$ cat src/sv/e2irm_pkg.sv
// Shared types, constants and the arctangent table of the rotation matrix unit.
// Depends on nothing.
package e2irm_pkg;

  localparam int ANGLE_BITS     = 16;
  localparam int COEF_FRAC_BITS = 14;
  localparam int CORDIC_STEPS   = 28;
  localparam int OUT_BITS       = 16;
  localparam int STEP_W         = $clog2(CORDIC_STEPS);
  // Q30 CORDIC gain compensation start value
  localparam logic signed [31:0] CORDIC_X0 = 32'sd652032874;

  // one angle's working set as it travels down the cell chain
  typedef struct packed {
    logic signed [31:0] x;
    logic signed [31:0] y;
    logic signed [31:0] z;
    logic               flip;
  } lane_t;

  localparam logic [31:0] ATAN_TURN32 [CORDIC_STEPS] = '{
    32'h20000000, 32'h12E4051E, 32'h09FB385B, 32'h051111D4, 32'h028B0D43,
    32'h0145D7E1, 32'h00A2F61E, 32'h00517C55, 32'h0028BE53, 32'h00145F2F,
    32'h000A2F98, 32'h000517CC, 32'h00028BE6, 32'h000145F3, 32'h0000A2FA,
    32'h0000517D, 32'h000028BE, 32'h0000145F, 32'h00000A30, 32'h00000518,
    32'h0000028C, 32'h00000146, 32'h000000A3, 32'h00000051, 32'h00000029,
    32'h00000014, 32'h0000000A, 32'h00000005
  };

  function automatic logic signed [31:0] atan_step(input logic [STEP_W-1:0] s);
    logic signed [31:0] r;
    r = 32'sd0;
    if (int'(s) < CORDIC_STEPS) r = $signed(ATAN_TURN32[s]);
    return r;
  endfunction

endpackage

$ cat src/sv/e2irm_cordic_cell.sv
// One CORDIC rotation step applied to the roll, pitch and yaw lanes.
// Depends on e2irm_pkg.
module e2irm_cordic_cell (
  input  logic                           clk,
  input  logic                           rst_n,
  input  logic                           en,
  input  logic [e2irm_pkg::STEP_W-1:0]   step,
  input  logic                           prev_valid,
  input  e2irm_pkg::lane_t               prev_lane [3],
  output logic                           cell_valid,
  output e2irm_pkg::lane_t               cell_lane [3]
);

  logic             valid_r;
  e2irm_pkg::lane_t lane_r   [3];
  e2irm_pkg::lane_t lane_nxt [3];
  logic signed [31:0] atan_c;

  assign atan_c = e2irm_pkg::atan_step(step);

  // micro-rotation toward z = 0, floor shifts
  always_comb begin
    for (int k = 0; k < 3; k++) begin
      lane_nxt[k].flip = prev_lane[k].flip;
      if (!prev_lane[k].z[31]) begin
        lane_nxt[k].x = prev_lane[k].x - (prev_lane[k].y >>> step);
        lane_nxt[k].y = prev_lane[k].y + (prev_lane[k].x >>> step);
        lane_nxt[k].z = prev_lane[k].z - atan_c;
      end else begin
        lane_nxt[k].x = prev_lane[k].x + (prev_lane[k].y >>> step);
        lane_nxt[k].y = prev_lane[k].y - (prev_lane[k].x >>> step);
        lane_nxt[k].z = prev_lane[k].z + atan_c;
      end
    end
  end

  always_ff @(posedge clk) begin
    if (!rst_n) begin
      valid_r <= 1'b0;
    end else if (en) begin
      valid_r <= prev_valid;
    end
  end

  always_ff @(posedge clk) begin
    if (en) begin
      lane_r <= lane_nxt;
    end
  end

  assign cell_valid = valid_r;
  assign cell_lane  = lane_r;

endmodule

$ cat config.mk
export PLATFORM = sky130hd
export DESIGN_NAME = e2irm_cordic_cell
export DESIGN_NICKNAME = d
export VERILOG_FILES = /design/src/sv/e2irm_pkg.sv /design/src/sv/e2irm_cordic_cell.sv
export SDC_FILE = /design/constraint.sdc
export NUM_CORES = 2
export LEC_CHECK = 0
export BUFFER_PORTS_ARGS = -buffer_cell sky130_fd_sc_hd__buf_2
export CAP_MARGIN = 30
export CORE_MARGIN = 2
export CORE_UTILIZATION = 40
export CTS_CLUSTER_DIAMETER = 200
export CTS_CLUSTER_SIZE = 12
export DETAILED_ROUTE_END_ITERATION = 7
export PLACE_DENSITY = 0.63
export SYNTH_ARGS = -nofsm -noshare
export SYNTH_HDL_FRONTEND = slang
export SYNTH_SLANG_ARGS = --single-unit
$ cat constraint.sdc
create_clock -name clk -period 12.8 [get_ports clk]
set_input_delay 0.64 -clock clk [delete_from_list [all_inputs] [get_ports clk]]
set_output_delay 0.64 -clock clk [all_outputs]
set_load 0.1 [all_outputs]
Word-level counts from Yosys, hierarchy flattened

Memory sizes are Yosys's and may differ from the RTL's.
Cells that the tools add are included.

Flip-flop bits (word level): 292
Bits in read-only memories: 1,024
Bits of input ports: 300
Output and inout port bits: 292
Word-level logic and storage cells: 47
Memories kept: 1

Add/subtract/negate cells: 18
$lt $le $gt $ge: 2
Shift operators: 6
Mux-type cells: 6
Bitwise logic cells: 1

Memories:

| memory          | words | width | rd ports | clocked after Yosys merged registers in | write ports | RTL line        | RTL |
|---|---|---|---|---|---|---|---|
| (no name shown) | 32    | 32    | 1        | 0                                       | 0           | e2irm_pkg.sv:33 | `if (int'(s) < CORDIC_STEPS) r = $signed(ATAN_TURN32[s]);` |

Operators by type and width:

| cell                 | count |
|---|---|
| $add A32 B32 Y32     | 9 |
| $mux W96             | 3 |
| $sub A32 B32 Y32     | 9 |
| $sshr A32 B5 Y32     | 6 |
| $mux W32             | 3 |
| $ge A6 B6 Y1 const B | 1 |
| $not A5 Y6           | 1 |
| $lt A5 B5 Y1 const B | 1 |

Logic depth before layout (Yosys ltp)

Depth after elaboration: 7
Mapped depth: 32
Depth with buffers taken out: 25

Worst setup path after synthesis

OpenSTA, ideal clock, no wires.

Path type: input -> register
Start point: in step[1] (netlist name)
End point: reg lane_r, in the netlist cell_lane[129] (data pin)
Library setup time: 0.262 ns
Data arrival time: 6.740 ns
Data required time: 12.538 ns
Path slack: 5.797 ns
Cell stages on the path: 30
Buffers on the path: 9
Cell sequence: buf_2 inv_2 buf_2 buf_2 buf_2 buf_2 buf_2 ha_1 clkbuf_1 nor2b_1 o31ai_1 a221oi_1 a211oi_1 and3_1 and3_1 nand4bb_1 clkbuf_1 clkbuf_1 nand2_1 mux2i_1 ha_1 a21o_1 a311oi_1 o21ai_0 a21oi_1 o31ai_1 a2111oi_0 or3_1 a41o_1 nor3_1

RTL lines:

| item                   | RTL line                | RTL |
|---|---|---|
| start: declaration     | e2irm_cordic_cell.sv:7  | `input logic [e2irm_pkg::STEP_W-1:0] step,` |
| end signal: assignment | e2irm_cordic_cell.sv:47 | `lane_r <= lane_nxt;` |
| end: declaration       | e2irm_cordic_cell.sv:15 | `e2irm_pkg::lane_t lane_r [3];` |

==> flow_metrics.env <==
export IMPL_rows=118
export IMPL_ys_types=107
export IMPL_initial_core_util_pct=40.2
export IMPL_cts_buffer_depth=3
export IMPL_rr_startpoint="cell_valid"
export IMPL_final_cell_mix="buf_2, a21oi_1, nand2_1"
export IMPL_cts_tree="built"
export IMPL_cpMaxStageDelayCell="buf_4"
export IMPL_worst_slew_pin_transition_ns=1.07
export IMPL_r2r_end="cell_valid"
export IMPL_synthArstFlopShare_pct=0
export IMPL_grt_pass1_wl_um=242000
export IMPL_grt_start_max_net_pins=144
export IMPL_r2r_cells=2
export IMPL_synth_area_per_cell_um2=9.10
export IMPL_drc=0
export IMPL_setup_violations_final=0
export IMPL_slowest_delay_ns=0.77
export IMPL_first_pass_iters=6
export IMPL_fin_cells=6369
export IMPL_status="completed"
export IMPL_path_cells="buf_8 -> buf_4 -> and3b_1 -> nand2_1 -> o21ai_0 -> a211oi_1 -> nand2b_1 -> nor4_2 -> and3b_1 -> a311oi_1 -> a41oi_1 -> o21ai_1 -> ha_1 -> and3_1 -> a221o_1 -> a21oi_1 -> o21ai_0 -> a221oi_1 -> o311ai_0 -> o41ai_1 -> xnor2_1"
export IMPL_grt_pass1_vias=37955
export IMPL_yosysWarnings=0
export IMPL_die_w_um=326
export IMPL_synth_cells=4555
export IMPL_rsz0062_at_grt="no"
export IMPL_clock_power_share_pct=11.1
export IMPL_die_area_um2=106000
export IMPL_postCtsResizedCells=0
export IMPL_ff_latch_area_um2=8760
export IMPL_dp_cells=6310
export IMPL_power_density_nw_per_um2=152
export IMPL_die_h_um=326
export IMPL_comb_power_share_pct=67.2
export IMPL_peakVddDrop_v=0.000177
export IMPL_cts_hold_buf=0
export IMPL_routedWlPerCell_um=26.0
export IMPL_ys_ff_latch=292
export IMPL_h_tree_depth=1
export IMPL_hp_class="input port to flop"
export IMPL_path_class="input port to flop"
export IMPL_core_area_um2=103000
export IMPL_holdPathStages=1
export IMPL_fill_cells=10217
export IMPL_postCtsSetupBuffers=0
export IMPL_multiInputGateArea_um2=31000
export IMPL_fmax_mhz=130
export IMPL_fin_skew_ns=0
export IMPL_dpl_hpwl_um=128000
export IMPL_synth_nets=5160
export IMPL_setup_tns_ns=0
export IMPL_insertion_delay_ns=0.60
export IMPL_fin_crit_ns=7.67
export IMPL_synth_edf_count=291
export IMPL_grtUsageTotal_pct=29.6
export IMPL_worstPathArrival_ns=8.01
export IMPL_drv_slew=0
export IMPL_hold_violations=0
export IMPL_gp_congestion=0.981
export IMPL_numCtsBuffers=28
export IMPL_vias=40246
export IMPL_seq_area_frac_synth_pct=21.1
export IMPL_cp_start_kind="input port"
export IMPL_swShare_pct=56.6
export IMPL_crit_required_ns=13.15
export IMPL_root_buffer="clkbuf_16"
export IMPL_cts_sinks=292
export IMPL_layout_cells_most_common="buf_2"
export IMPL_clk_pin_slew_worst_paths_ns=0.06
export IMPL_drt_iter0_drc=4627
export IMPL_grt_overflow_total=0
export IMPL_fin_crit_sh_pct=59.9
export IMPL_via_per_inst=6.32
export IMPL_power_switching_mw=3.97
export IMPL_ioPinCount=592
export IMPL_io_buffers=591
export IMPL_antenna_found_initial=24
export IMPL_cp_max_fo=101
export IMPL_ant_nets=0
export IMPL_area_growth_pct=11.2
export IMPL_drt_wl_total_um=165000
export IMPL_final_nets=5568
export IMPL_p_leak_nw=19.0
export IMPL_hold_path_startpoint="prev_lane[0]"
export IMPL_r2r_slack_ns=12.21
export IMPL_syn_cell_area_um2=41400
export IMPL_end_kind="flop"
export IMPL_drive_above_1_share_pct=21.4
export IMPL_hold_end="cell_lane[0]"
export IMPL_ys_flop_type="edfxtp_1"
export IMPL_internal_power_mw=3.04
export IMPL_cap_violations=0
export IMPL_seq_power_share_pct=21.7
export IMPL_maxSlewHeadroom_pct=27.1
==> stage by stage <==
step / worst slack [ns] / util, % / total power [mW] / hold slack [ns] / area (um2)
floorplan: 5.80 / - / 5.24 / 0.739 / 41400
global placement: 4.59 / 43.8 / 6.19 / 0.490 / 45200
detailed placement: 4.45 / 43.8 / 6.20 / 0.510 / 45200
CTS: 5.09 / 44.6 / 7.02 / 0.140 / 46000
global route: 4.72 / 44.7 / 7.34 / 0.168 / 46100
finish: 5.13 / 44.7 / 7.01 / 0.202 / 46100
==> power by group through the flow <==
stage / clock network [mW] / registers, mW / logic, mW
CTS: 0.815 / 1.52 / 4.68
finish: 0.781 / 1.52 / 4.71
floorplan: 0 / 3.37 / 1.87
global route: 0.840 / 1.54 / 4.96
global placement: 0 / 1.54 / 4.65
detailed placement: 0 / 1.54 / 4.66
==> kinds of logic after synthesis <==
| family | count (synthesis) | share of synthesized area [%] |
|---|---|---|
| compound gates | 1389 | 21.7 |
| simple gates | 1244 | 14.6 |
| mux | 502 | 19.4 |
| xor+xnor | 453 | 9.57 |
| buf+inv | 370 | 4.22 |
| fa+ha+maj | 305 | 9.37 |
| flops | 292 | 21.1 |
==> cells in the mapped netlist (all sizes together), types with 125 or more instances <==
| library cell | n | share of area (%) |
|---|---|---|
| a21o | 125 | 2.3 |
| a21oi | 408 | 4.9 |
| buf | 146 | 2.2 |
| edfxtp | 291 | 21 |
| ha | 296 | 8.9 |
| mux2i | 189 | 4.6 |
| mux4 | 233 | 13 |
| nand2 | 394 | 3.6 |
| nor2 | 358 | 3.2 |
| o21ai | 244 | 2.9 |
| xnor2 | 285 | 6.0 |
| xor2 | 168 | 3.6 |
==> critical path: cells and delay by family <==
family | cells | cell delay (ns)
AOI/OAI and AO/OA | 11 | 3.24
xor gates and xnor gates | 1 | 0.11
and+or+nand+nor | 6 | 2.27
buffers and inverters | 2 | 1.25
adders and majority gates | 1 | 0.35
==> sequential cells by signal (all words and copies together), names as in the netlist <==
signal / cells
cell_valid: 1
cell_lane: 291
==> per-layer routing <==
layer  wire (um)  vias up  GRT usage [%]
li1            -    18253              -
met5         119        -              0
met3       15600      435           5.89
met4        8330       20           13.1
met1       65900    19344           38.3
met2       75400     2194           47.8
==> layout make-up <==
type | instances | share of cell area (%)
clock buffer | 37 | 1.59
inverter | 113 | 0.928
sequential | 292 | 19.0
antenna | 17 | 0.0923
clock inverter | 2 | 0.0543
multi-input combinational | 3893 | 67.2
tap | 1380 | 3.75
timing repair buffer | 635 | 7.40
==> worst max path at each step <==
| stage | start | endpoint | slack, ns | depth (start not counted) |
|---|---|---|---|---|
| 2_1_floorplan | step[1] | cell_lane[129] | 5.80 | 30 |
| 3_3_place_gp | step[0] | cell_lane[96] | 4.59 | 21 |
| 3_5_place_dp | step[0] | cell_lane[96] | 4.45 | 21 |
| 4_1_cts | step[0] | cell_lane[96] | 5.09 | 21 |
| 5_1_grt | step[0] | cell_lane[129] | 4.72 | 22 |
| 6_report | step[2] | cell_lane[96] | 5.13 | 21 |
Note: power is estimated with default switching activity, not from simulation.
